### config.mk
export PLATFORM = sky130hd
export DESIGN_NAME = lidar_sector_min_binning
export DESIGN_NICKNAME = d
export VERILOG_FILES = /design/src/rtl/lsmb_pkg.sv /design/src/rtl/lsmb_angle.sv /design/src/rtl/lsmb_bin_mem.sv /design/src/rtl/lidar_sector_min_binning.sv
export SDC_FILE = /design/constraint.sdc
export NUM_CORES = 2
export LEC_CHECK = 0
export BUFFER_PORTS_ARGS = -buffer_cell sky130_fd_sc_hd__buf_4
export CAP_MARGIN = 20
export CORE_UTILIZATION = 55
export CTS_BUF_LIST = sky130_fd_sc_hd__clkbuf_4 sky130_fd_sc_hd__clkbuf_8
export CTS_CLUSTER_DIAMETER = 200
export DETAILED_ROUTE_END_ITERATION = 7
export PLACE_DENSITY = 0.71
export SETUP_SLACK_MARGIN = 0.3
export SKIP_LAST_GASP = 1
export SYNTH_ARGS = -nofsm -noshare
export SYNTH_HDL_FRONTEND = slang
export SYNTH_SLANG_ARGS = --single-unit
export TNS_END_PERCENT = 50
### constraint.sdc
create_clock -name clk -period 7.09 [get_ports clk]
set_clock_uncertainty 0.2 [all_clocks]
set_input_delay 0.3545 -clock clk [delete_from_list [all_inputs] [get_ports clk]]
set_output_delay 0.3545 -clock clk [all_outputs]
set_load 0.02 [all_outputs]
### src/rtl/lsmb_pkg.sv
// Shared types and constants for the lidar sector minimum binning block.
// Depends on nothing; imported by every module under rtl/.
`default_nettype none

package lsmb_pkg;

    localparam int NUM_BINS    = 91;
    localparam int BIN_W       = 7;
    localparam int DIST_W      = 17;
    localparam int DEG_W       = 9;
    localparam int IDX_W       = 13;
    localparam int RANGE_W     = 16;
    localparam int START_W     = 26;
    localparam int STEP_W      = 21;
    localparam int PROD_W      = STEP_W + IDX_W;
    localparam int ANGLE_W     = 36;
    localparam int MAX_SAMPLES = 8192;

    localparam logic [DIST_W-1:0] INF_CODE = 17'h10000;

    // Angles in signed Q16 degrees
    localparam logic signed [ANGLE_W-1:0] DEG360_Q = 36'sd23592960;
    localparam logic signed [ANGLE_W-1:0] DEG315_Q = 36'sd20643840;
    localparam logic signed [ANGLE_W-1:0] DEG45_Q  = 36'sd2949120;

    localparam logic [DEG_W-1:0] DEG_WRAP = 9'd360;
    localparam logic [DEG_W-1:0] DEG_315  = 9'd315;
    localparam logic [DEG_W-1:0] DEG_45   = 9'd45;
    localparam logic [BIN_W-1:0] BIN_WRAP = 7'd45;
    localparam logic [BIN_W-1:0] BIN_LAST = 7'd90;

    // Register indexes of the configuration port
    localparam logic CFG_ANGLE_START = 1'b0;
    localparam logic CFG_ANGLE_STEP  = 1'b1;

    localparam logic [START_W-1:0] START_RESET = 26'd0;
    localparam logic [STEP_W-1:0]  STEP_RESET  = 21'd65536;

    // Item kinds carried on tuser
    localparam logic CMD_SAMPLE = 1'b0;
    localparam logic CMD_READ   = 1'b1;

    typedef struct packed {
        logic             valid;
        logic             hit;
        logic [BIN_W-1:0] bin;
    } ang_res_t;

    typedef struct packed {
        logic             clear;
        logic             rd_en;
        logic             wr_en;
        logic [BIN_W-1:0] addr;
    } mem_req_t;

endpackage

`default_nettype wire

### src/rtl/lsmb_angle.sv
// Three-stage angle unit: multiply, offset, normalize and map to a bin.
// Depends on lsmb_pkg.
`default_nettype none

module lsmb_angle
    import lsmb_pkg::*;
(
    input  wire logic               clk,
    input  wire logic               rst_n,
    input  wire logic               start,
    input  wire logic [IDX_W-1:0]   idx,
    input  wire logic [START_W-1:0] angle_start,
    input  wire logic [STEP_W-1:0]  angle_step,
    output ang_res_t                res
);

    logic                      s1_valid_reg;
    logic                      s2_valid_reg;
    logic                      s3_valid_reg;
    logic [PROD_W-1:0]         prod_reg;
    logic                      idx_ok1_reg;
    logic                      idx_ok2_reg;
    logic signed [ANGLE_W-1:0] sum_reg;
    logic                      hit_reg;
    logic [BIN_W-1:0]          bin_reg;

    logic signed [ANGLE_W-1:0] start_ext;
    logic signed [ANGLE_W-1:0] prod_ext;
    logic signed [ANGLE_W-1:0] plus_a;
    logic signed [ANGLE_W-1:0] minus_a;
    logic signed [ANGLE_W-1:0] norm_a;
    logic                      in_sector;
    logic [DEG_W:0]            deg_raw;
    logic [DEG_W-1:0]          deg;
    logic [BIN_W-1:0]          bin;

    assign start_ext = {{(ANGLE_W-START_W){angle_start[START_W-1]}}, angle_start};
    assign prod_ext  = {{(ANGLE_W-PROD_W){1'b0}}, prod_reg};

    // Both corrections in parallel, then pick one
    always_comb
    begin
        plus_a  = sum_reg + DEG360_Q;
        minus_a = sum_reg - DEG360_Q;
        if (sum_reg < 0)
            norm_a = plus_a;
        else if (sum_reg >= DEG360_Q)
            norm_a = minus_a;
        else
            norm_a = sum_reg;

        in_sector = (norm_a >= DEG315_Q && norm_a < DEG360_Q)
                 || (norm_a >= 0 && norm_a <= DEG45_Q);

        // Round half up to whole degrees, wrap 360 to 0
        deg_raw = {1'b0, norm_a[24:16]} + {{DEG_W{1'b0}}, norm_a[15]};
        if (deg_raw == {1'b0, DEG_WRAP})
            deg = '0;
        else
            deg = deg_raw[DEG_W-1:0];

        if (deg >= DEG_315)
            bin = BIN_W'(deg - DEG_315);
        else
            bin = BIN_W'(deg + DEG_45);
    end

    always_ff @(posedge clk or negedge rst_n)
    begin
        if (!rst_n)
        begin
            s1_valid_reg <= 1'b0;
            s2_valid_reg <= 1'b0;
            s3_valid_reg <= 1'b0;
        end
        else
        begin
            s1_valid_reg <= start;
            s2_valid_reg <= s1_valid_reg;
            s3_valid_reg <= s2_valid_reg;
        end
    end

    always_ff @(posedge clk)
    begin
        if (start)
        begin
            prod_reg    <= PROD_W'(angle_step) * PROD_W'(idx);
            idx_ok1_reg <= (17'(idx) < 17'(MAX_SAMPLES));
        end
        if (s1_valid_reg)
        begin
            sum_reg     <= start_ext + prod_ext;
            idx_ok2_reg <= idx_ok1_reg;
        end
        if (s2_valid_reg)
        begin
            hit_reg <= idx_ok2_reg && in_sector;
            bin_reg <= bin;
        end
    end

    assign res.valid = s3_valid_reg;
    assign res.hit   = hit_reg;
    assign res.bin   = bin_reg;

endmodule

`default_nettype wire

### src/rtl/lsmb_bin_mem.sv
// Bin minimum memory with registered read and per-bin filled flags.
// Depends on lsmb_pkg.
`default_nettype none

module lsmb_bin_mem
    import lsmb_pkg::*;
(
    input  wire logic              clk,
    input  wire logic              rst_n,
    input  wire mem_req_t          req,
    input  wire logic [DIST_W-1:0] wr_data,
    output logic [DIST_W-1:0]      rd_data,
    output logic                   rd_filled
);

    logic [DIST_W-1:0]   bin_min_reg [0:NUM_BINS-1];
    logic [NUM_BINS-1:0] filled_reg;
    logic [DIST_W-1:0]   rd_data_reg;
    logic                rd_filled_reg;

    always_ff @(posedge clk)
    begin
        if (req.wr_en)
            bin_min_reg[req.addr] <= wr_data;
        if (req.rd_en)
            rd_data_reg <= bin_min_reg[req.addr];
    end

    // Clear drops every flag at once; a write marks its bin
    always_ff @(posedge clk or negedge rst_n)
    begin
        if (!rst_n)
        begin
            filled_reg    <= '0;
            rd_filled_reg <= 1'b0;
        end
        else
        begin
            if (req.clear)
                filled_reg <= '0;
            else if (req.wr_en)
                filled_reg[req.addr] <= 1'b1;
            if (req.rd_en)
                rd_filled_reg <= filled_reg[req.addr];
        end
    end

    assign rd_data   = rd_data_reg;
    assign rd_filled = rd_filled_reg;

endmodule

`default_nettype wire

### src/rtl/lidar_sector_min_binning.sv
// Lidar sector minimum binning: shortest range per degree, 315..359 and 0..45.
// Sample item: angle unit, then a bin read and an update; the read and update are
// skipped when the sample falls outside the sector or its index is too large.
// Read item: a bin read, then the result goes to the output register, held back
// while that register is stalled. One item is in work at a time.
// Reset clears config to start 0 / step 1.0 degree and all bins to empty.
`default_nettype none

module lidar_sector_min_binning
    import lsmb_pkg::*;
(
    input  wire logic               clk,
    input  wire logic               rst_n,
    // configuration write port
    input  wire logic               cfg_we,
    input  wire logic               cfg_addr,
    input  wire logic [START_W-1:0] cfg_wdata,
    // input item stream
    input  wire logic               s_tvalid,
    output logic                    s_tready,
    // [0] first_of_scan, [13:1] sample_index, [29:14] range_mm,
    // [30] no_return, [37:31] bin_index, [39:38] zero
    input  wire logic [39:0]        s_tdata,
    // [0] command
    input  wire logic               s_tuser,
    // result item stream
    output logic                    m_tvalid,
    input  wire logic               m_tready,
    // [16:0] distance_mm, [25:17] angle_deg, [31:26] zero
    output logic [31:0]             m_tdata,
    // last_bin
    output logic                    m_tlast
);

    localparam logic [2:0] ST_IDLE  = 3'd0;
    localparam logic [2:0] ST_ANGLE = 3'd1;
    localparam logic [2:0] ST_SREAD = 3'd2;
    localparam logic [2:0] ST_SUPD  = 3'd3;
    localparam logic [2:0] ST_RREAD = 3'd4;
    localparam logic [2:0] ST_ROUT  = 3'd5;

    logic [2:0]         state_reg;
    logic [2:0]         state_next;

    logic [START_W-1:0] angle_start_reg;
    logic [STEP_W-1:0]  angle_step_reg;

    logic [BIN_W-1:0]   addr_reg;
    logic [DIST_W-1:0]  dist_reg;
    logic               in_range_reg;

    logic               m_tvalid_reg;
    logic [DIST_W-1:0]  out_dist_reg;
    logic [DEG_W-1:0]   out_angle_reg;
    logic               out_last_reg;

    // input field unpacking
    logic               in_cmd;
    logic               in_first;
    logic [IDX_W-1:0]   in_idx;
    logic [RANGE_W-1:0] in_range;
    logic               in_noret;
    logic [BIN_W-1:0]   in_bin;

    logic               accept;
    logic               out_free;
    logic               out_load;
    ang_res_t           ang_res;
    mem_req_t           mem_req;
    logic [DIST_W-1:0]  rd_data;
    logic               rd_filled;
    logic [DEG_W-1:0]   read_angle;

    assign in_cmd   = s_tuser;
    assign in_first = s_tdata[0];
    assign in_idx   = s_tdata[13:1];
    assign in_range = s_tdata[29:14];
    assign in_noret = s_tdata[30];
    assign in_bin   = s_tdata[37:31];

    // Take a new item only when the previous one has left the datapath;
    // a finished result may still wait in the output register.
    assign s_tready = (state_reg == ST_IDLE);
    assign accept   = s_tvalid && s_tready;
    assign out_free = !m_tvalid_reg || m_tready;
    assign out_load = (state_reg == ST_ROUT) && out_free;

    // Configuration registers
    always_ff @(posedge clk or negedge rst_n)
    begin
        if (!rst_n)
        begin
            angle_start_reg <= START_RESET;
            angle_step_reg  <= STEP_RESET;
        end
        else if (cfg_we)
        begin
            unique case (cfg_addr)
                CFG_ANGLE_START: angle_start_reg <= cfg_wdata;
                CFG_ANGLE_STEP:  angle_step_reg  <= cfg_wdata[STEP_W-1:0];
                default:         ;
            endcase
        end
    end

    // Sequencer: sample items go through the angle unit, then
    // read-modify-write one bin; read items read one bin and emit.
    always_comb
    begin
        state_next = state_reg;
        unique case (state_reg)
            ST_IDLE:
            begin
                if (accept)
                    state_next = (in_cmd == CMD_READ) ? ST_RREAD : ST_ANGLE;
            end
            ST_ANGLE:
            begin
                if (ang_res.valid)
                    state_next = ang_res.hit ? ST_SREAD : ST_IDLE;
            end
            ST_SREAD: state_next = ST_SUPD;
            ST_SUPD:  state_next = ST_IDLE;
            ST_RREAD: state_next = ST_ROUT;
            ST_ROUT:
            begin
                if (out_free)
                    state_next = ST_IDLE;
            end
            default:  state_next = ST_IDLE;
        endcase
    end

    always_ff @(posedge clk or negedge rst_n)
    begin
        if (!rst_n)
            state_reg <= ST_IDLE;
        else
            state_reg <= state_next;
    end

    // Item payload: bin address, effective distance, read range check
    always_ff @(posedge clk)
    begin
        if (accept)
        begin
            addr_reg     <= in_bin;
            in_range_reg <= (in_bin < BIN_W'(NUM_BINS));
            if (in_range == '0 || in_noret)
                dist_reg <= INF_CODE;
            else
                dist_reg <= {1'b0, in_range};
        end
        else if (state_reg == ST_ANGLE && ang_res.valid && ang_res.hit)
        begin
            addr_reg <= ang_res.bin;
        end
    end

    lsmb_angle u_angle (
        .clk         (clk),
        .rst_n       (rst_n),
        .start       (accept && in_cmd == CMD_SAMPLE),
        .idx         (in_idx),
        .angle_start (angle_start_reg),
        .angle_step  (angle_step_reg),
        .res         (ang_res)
    );

    // Memory access. Items never overlap, so the update always sees the
    // value it just read; first_of_scan drops all filled flags on accept.
    always_comb
    begin
        mem_req.clear = accept && in_first;
        mem_req.rd_en = (state_reg == ST_SREAD)
                     || (state_reg == ST_RREAD && in_range_reg);
        mem_req.wr_en = (state_reg == ST_SUPD) && (!rd_filled || dist_reg < rd_data);
        mem_req.addr  = addr_reg;
    end

    lsmb_bin_mem u_bin_mem (
        .clk       (clk),
        .rst_n     (rst_n),
        .req       (mem_req),
        .wr_data   (dist_reg),
        .rd_data   (rd_data),
        .rd_filled (rd_filled)
    );

    // Bin 0 is 315 degrees, bin 45 is 0 degrees
    always_comb
    begin
        if (!in_range_reg)
            read_angle = '0;
        else if (addr_reg < BIN_WRAP)
            read_angle = DEG_315 + DEG_W'(addr_reg);
        else
            read_angle = DEG_W'(addr_reg) - DEG_45;
    end

    // Output register: hold the result until the sink takes it
    always_ff @(posedge clk or negedge rst_n)
    begin
        if (!rst_n)
            m_tvalid_reg <= 1'b0;
        else if (out_load)
            m_tvalid_reg <= 1'b1;
        else if (m_tready)
            m_tvalid_reg <= 1'b0;
    end

    always_ff @(posedge clk)
    begin
        if (out_load)
        begin
            out_dist_reg  <= (in_range_reg && rd_filled) ? rd_data : INF_CODE;
            out_angle_reg <= read_angle;
            out_last_reg  <= in_range_reg && (addr_reg == BIN_LAST);
        end
    end

    assign m_tvalid = m_tvalid_reg;
    assign m_tdata  = {6'b0, out_angle_reg, out_dist_reg};
    assign m_tlast  = out_last_reg;

`ifndef SYNTHESIS
    a_wr_after_read: assert property (@(posedge clk) disable iff (!rst_n)
        mem_req.wr_en |-> $past(state_reg) == ST_SREAD)
        else $error("bin write without preceding read");

    a_out_from_read: assert property (@(posedge clk) disable iff (!rst_n)
        $rose(m_tvalid_reg) |-> $past(state_reg) == ST_ROUT)
        else $error("result raised outside a read item");

    a_angle_in_state: assert property (@(posedge clk) disable iff (!rst_n)
        ang_res.valid |-> state_reg == ST_ANGLE)
        else $error("angle result outside angle wait");

    a_bin_in_range: assert property (@(posedge clk) disable iff (!rst_n)
        ang_res.valid && ang_res.hit |-> ang_res.bin <= BIN_LAST)
        else $error("angle unit produced bin beyond 45 degrees");
`endif

endmodule

`default_nettype wire

== After elaboration in Yosys (flattened, before gate mapping) ==
Memory sizes are Yosys's and may differ from the RTL's. A register that Yosys moved wholly into a read port is not among the register bits.
Index checks and enable logic that the tools add are counted.

* Register bits: 276
* Bits in writable memories: 1547
* Input bits: 73
* Output and inout port bits: 35
* Logic and storage cells: 107
* Memories: 1

{| class="wikitable"
|+ Memory list
! memory !! words !! bits a word !! rd ports !! clocked after memory_dff !! wr ports !! RTL line !! source
|-
| u_bin_mem.bin_min_reg || 91 || 17 || 1 || 1 || 1 || lsmb_bin_mem.sv:16 || <nowiki>logic [DIST_W-1:0] bin_min_reg [0:NUM_BINS-1];</nowiki>
|}

* $add $sub $neg: 8
* $mul: 1
* Magnitude comparators: 12
* Equality and inequality tests: 10
* Mux-type cells: 24
* Bitwise gates (word level): 3
* Reductions and logical operators: 28

{| class="wikitable"
|+ Operators with widths
! operator !! number
|-
| 91-bit 2-to-1 mux || 2
|-
| 91-bit bitwise OR || 1
|-
| 36-bit by 26-bit greater-or-equal comparator with 1-bit output (second input constant) || 2
|-
| 36-bit 2-to-1 mux || 2
|-
| 26-bit by 35-bit adder with 36-bit output || 1
|-
| 36-bit by 26-bit adder with 36-bit output (second input constant) || 1
|-
| 36-bit by 1-bit greater-or-equal comparator with 1-bit output (second input constant) || 1
|-
| 36-bit by 23-bit less-or-equal comparator with 1-bit output (second input constant) || 1
|-
| 36-bit by 1-bit less-than comparator with 1-bit output (second input constant) || 1
|-
| 36-bit by 26-bit less-than comparator with 1-bit output (second input constant) || 1
|-
| 36-bit by 26-bit subtractor with 36-bit output (second input constant) || 1
|-
| 21-bit by 13-bit multiplier with 34-bit output || 1
|-
| 7-bit 2-to-1 mux || 3
|-
| 9-bit 2-to-1 mux || 2
|-
| 17-bit less-than comparator || 1
|-
| 17-bit 2-to-1 mux || 1
|-
| 16-bit zero test || 1
|-
| 3-bit one-hot mux with 5 select lines || 1
|-
| 1-bit logical AND || 13
|-
| 3-bit 2-to-1 mux || 4
|-
| 9-bit by 1-bit adder with 10-bit output || 1
|-
| 10-bit by 9-bit == test with 1-bit output (second input constant) || 1
|-
| 9-bit by 7-bit adder with 9-bit output (first input constant) || 1
|-
| 9-bit greater-or-equal comparator (second input constant) || 1
|-
| 24 further kinds || 41
|}

== Logic depth before layout (Yosys ltp) ==
* Depth after elaboration: 8
* Gate-level depth with buffers: 23
* Depth with buffers taken out: 22

== Modules after synthesis ==
From an unflattened synthesis, not the netlist that was laid out.

* Cells, all modules: 5430
* Area, all modules: 83328.7 um2

{| class="wikitable"
|+ By module, submodules not included
! module !! times used !! cells an instance !! area each (um2) !! seq. area each (um2)
|-
| lsmb_bin_mem || 1 || 3589 || 64602.0 || 49267.3
|-
| lsmb_angle || 1 || 1481 || 13950.9 || 2417.3
|-
| lidar_sector_min_binning || 1 || 360 || 4775.8 || 2839.0
|}

== Worst setup path before layout ==
Ideal clock, no wire load.

* Path kind: reg2reg
* From: register angle_step_reg[8]
* To: register u_angle.prod_reg[32] (data pin)
* Library setup time: 0.258 ns
* Data arrival time: 5.381 ns
* Required time: 6.632 ns
* Setup slack: 1.251 ns
* Cell stages (with the launch flop): 22
* Path buffers: 1
* Clock period less this slack: 5.839 ns
* Path through: dfrtp_1 clkbuf_1 nand2_1 fa_1 inv_1 fa_1 inv_1 fa_1 inv_1 fa_1 fa_1 ha_1 o21a_1 o21a_1 or2_2 nand2_1 o31ai_1 a31o_2 o21ai_0 o21ai_0 a21oi_1 xnor2_1

* Word-level cells in the longest chain between the ends: 1

{| class="wikitable"
|+ Ends and longest elaborated chain
! element !! RTL line !! source
|-
| from (decl) || lidar_sector_min_binning.sv:46 || <nowiki>logic [STEP_W-1:0] angle_step_reg;</nowiki>
|-
| from (signal assigned) || lidar_sector_min_binning.sv:100 || <nowiki>CFG_ANGLE_STEP: angle_step_reg <= cfg_wdata[STEP_W-1:0];</nowiki>
|-
| 21-bit by 13-bit multiplier with 34-bit output || lsmb_angle.sv:88 || <nowiki>prod_reg <= PROD_W'(angle_step) * PROD_W'(idx);</nowiki>
|-
| to (signal assigned) || lsmb_angle.sv:88 ||
|-
| to (decl) || lsmb_angle.sv:20 || <nowiki>logic [PROD_W-1:0] prod_reg;</nowiki>
|}

No other way between the ends.
A chain may end at the register's enable or synchronous reset.

== Worst setup path after layout ==
Same ends and word-level chain as after synthesis.

==> flow_summary_export.csv <==
group,metric,value,unit
final_layout,area_growth,13.4,%
route,firstDrtPassIters,6,
power_and_ir_drop,combPwrFrac,37.2,%
hold_path,hold_depth,5,
final_layout,final_nets,5980,
power_and_ir_drop,vdd_drop_max,0.000535,V
clock_network,root_buffer,"clkbuf_8",
timing,slew_violations,0,
floorplanning,num_io_pins,108,
power_and_ir_drop,swShare,35.0,%
floorplanning,rows,138,
clock_network,clock_path_buffers,4,
grt,grt_pass1_wl,313000,um
timing,tns,0,ns
yosys,syn-instance-count,5144,
setup_path,worst_ep_required_time,7.60,ns
clock_network,cts_tree,"done",
route,drt_iter0_drc,6905,
floorplanning,coreArea,142000,um^2
setup_path,r2r_start,"angle_step_reg[8]",
grt,grt_max_degree,111,
final_layout,num-fill-cells,9998,
setup_path,cp_max_fo,14,
yosys,synth_edf_count,1694,
setup_path,start_kind,"register",
grt,antenna_found_initial,13,
route,viasPerCell,6.45,
timing,min_period_over_period,89.1,%
power_and_ir_drop,p_per_area,400,nW/um^2
floorplanning,die_x,380,um
route,antenna_left,0,
timing,tightestPinTransition,1.24,ns
hold_path,hp-class,"in -> reg",
route,dr_total_vias,49360,
floorplanning,initial_utilization,55.5,%
setup_path,arrival,6.83,ns
place,place_congestion,0.882,
yosys,yosysWarnings,0,
power_and_ir_drop,p_seq_share,38.2,%
setup_path,cpMaxStageDelayCell,"dfrtp_1",
timing,relSlewSlack,16.4,%
yosys,synth_cell_type_count,84,
setup_path,crit_chain,"nand2_1 > fa_1 > inv_1 > fa_1 > inv_1 > fa_1 > inv_1 > fa_1 > fa_1 > ha_1 > o21a_1 > o21a_1 > or2_2 > nand2_1 > o31ai_1 > buf_4 > a31o_2 > o21ai_0 > o21ai_0 > a21oi_1 > xnor2_1",
clock_network,htreeDepth,5,
hold_path,min-delay-start,"s_tdata[5]",
route,avgRoutedWirePerCell,27.8,um
route,drc,0,
setup_path,r2r_end,"u_angle.prod_reg[32]",
setup_path,cp.buffers_inverters,4,
setup_path,cp_common_cell,"fa_1",
setup_path,reg2reg_depth,21,
final_layout,largest_reg_flops,1547,
clock_network,clkLatencyLatePin,1.02,ns
power_and_ir_drop,clkPwrFrac,24.6,%
place,dp_hpwl,126000,um
timing,fin_hold_ws,0.100,ns
setup_path,rrSetupSlack,0.77,ns
setup_path,crit_family,"adder cells",
floorplanning,die_area,145000,um^2
setup_path,crit_start,"angle_step_reg[8]",
yosys,syn_avg_cell_area,15.3,um^2
yosys,syn_area,78700,um^2
hold_path,worstHoldEndpoint,"u_angle.prod_reg[4]",
grt,first_global_vias,48675,
power_and_ir_drop,switchingPower,0.0125,W
final_layout,final_cell_mix,"1694 x edfxtp_1, 591 x a22oi_1, 320 x clkbuf_8",
setup_path,cp-end-kind,"register",
setup_path,cp_slowest_stage_delay,0.63,ns
timing,layout_min_cycle_time,6.32,ns
timing,rsz0062_at_grt,"no",
final_layout,final_common_cell,"edfxtp_1",
yosys,synth_ff_type,"edfxtp_1",
setup_path,path_class,"reg -> reg",
yosys,yosysSeqAreaShare,69.3,%
clock_network,post_cts_buffers,0,
power_and_ir_drop,p_leak,31.2,nW
final_layout,drive_above_1_share,16.0,%
grt,grt-ovfl-total,0,
route,finalWirelength,213000,um
place,io_buffers,99,
clock_network,cts-buffers-inserted,306,
timing,hold_viol_final,0,
job,cap_violations,0,
power_and_ir_drop,p_int,0.0232,W
timing,fmax,0.158,GHz
floorplanning,fp.dieH,380,um
clock_network,clock_sinks,1840,
timing,setup_viol,0,
run_status,status,"finished clean",
yosys,synth-seq-cells,1840,
yosys,synthArstFlopShare,7.93,%
grt,grt_use_total,29.2,%
clock_network,path_clk_slew,0.06,ns
==> final cells by class <==
type	count	area [um^2]	share of cell area, %
repair buffers	412	3580	4.01
clock inverters	82	392	0.438
diodes	3	7.51	0.00841
multi-input cells	2754	22300	25.0
clock buffers	432	5250	5.87
flip-flops and latches	1840	54500	61.0
inverters	243	912	1.02
well taps	1890	2360	2.65
==> worst max-delay path by stage <==
stage,endpoint,slack [ns],cells after the start
2_1_floorplan,u_angle.prod_reg[32],1.25,21
3_3_place_gp,u_angle.prod_reg[32],0.81,21
3_5_place_dp,u_angle.prod_reg[32],0.82,21
4_1_cts,u_angle.prod_reg[32],0.79,21
5_1_grt,u_angle.prod_reg[33],0.49,20
6_report,u_angle.prod_reg[32],0.77,21
==> tightest hold or removal path, stage by stage <==
cell and delay (ns):
buf_4 0.25, and2_1 0.19, ha_1 0.15, ha_1 0.14, ha_1 0.12
==> power by group through the flow <==
stage,Sequential (W),Clock [W],Combinational (W)
6_report,0.0136,0.00880,0.0133
2_1_floorplan,0.0140,0,0.00906
3_5_place_dp,0.0138,0,0.0130
3_3_place_gp,0.0138,0,0.0128
4_1_cts,0.0136,0.00886,0.0131
5_1_grt,0.0137,0.00933,0.0146
==> metal layers <==
| metal | track usage [%] | up-vias | part of all wire (%) |
|---|---|---|---|
| met5 | 0 | - | 0.048 |
| met4 | 10.5 | 16 | 3.3 |
| met3 | 7.15 | 418 | 11 |
| met2 | 45.4 | 3128 | 47 |
| met1 | 40.2 | 24911 | 39 |
| li1 | - | 20887 | - |
==> synthesized netlist by cell type (all sizes together) (13+ instances only) <==
cell,n,area share (%)
a21o,35,0.34
nor4,20,0.16
a22oi,591,5.6
nand2b,17,0.14
dfrtp,145,4.6
inv,243,1.2
mux4,23,0.66
nand4,125,0.99
and2,111,0.88
edfxtp,1694,65
a211oi,13,0.13
xor2,26,0.29
xnor2,55,0.62
o21ai,110,0.70
nor2,182,0.87
fa,210,5.3
and3,30,0.24
buf,63,0.35
nor2b,24,0.19
a22o,170,1.9
mux2i,23,0.29
nand3,42,0.27
a21oi,98,0.62
clkbuf,249,1.2
a221oi,103,1.1
nand2,314,1.5
nor3,25,0.17
ha,140,2.2
o21a,13,0.12
mux2,54,0.77
a31oi,83,0.66
==> what timing repair did <==
item | CTS | global route
gates resized for setup | 0 | 0
hold buffers | 111 | 1
hold endpoints to repair | 248 | 21
==> cells by family after synthesis <==
group	Yosys count	share of synthesized area (%)
muxes	100	1.72
xor gates and xnor gates	81	0.911
buffers and inverters	555	2.70
and+or+nand+nor	918	5.70
DFF	1840	69.3
adders and majority gates	351	7.58
AOI/OAI and AO/OA	1298	12.1
other	1	0.00476
==> through the flow <==
step | power, W | cells | worst slack, ns | area [um^2] | utilization [%]
final | 0.0357 | 7656 | 0.771 | 89300 | 63.0
after global routing | 0.0376 | 7654 | 0.490 | 89300 | 63.0
after CTS | 0.0356 | 7642 | 0.788 | 89200 | 62.9
after detailed placement | 0.0269 | 7017 | 0.819 | 82400 | 58.1
after global placement | 0.0266 | 7013 | 0.807 | 82300 | 58.1
after floorplan | 0.0230 | 5149 | 1.25 | 78800 | -
No activity file was read; power rests on OpenSTA's default activity.
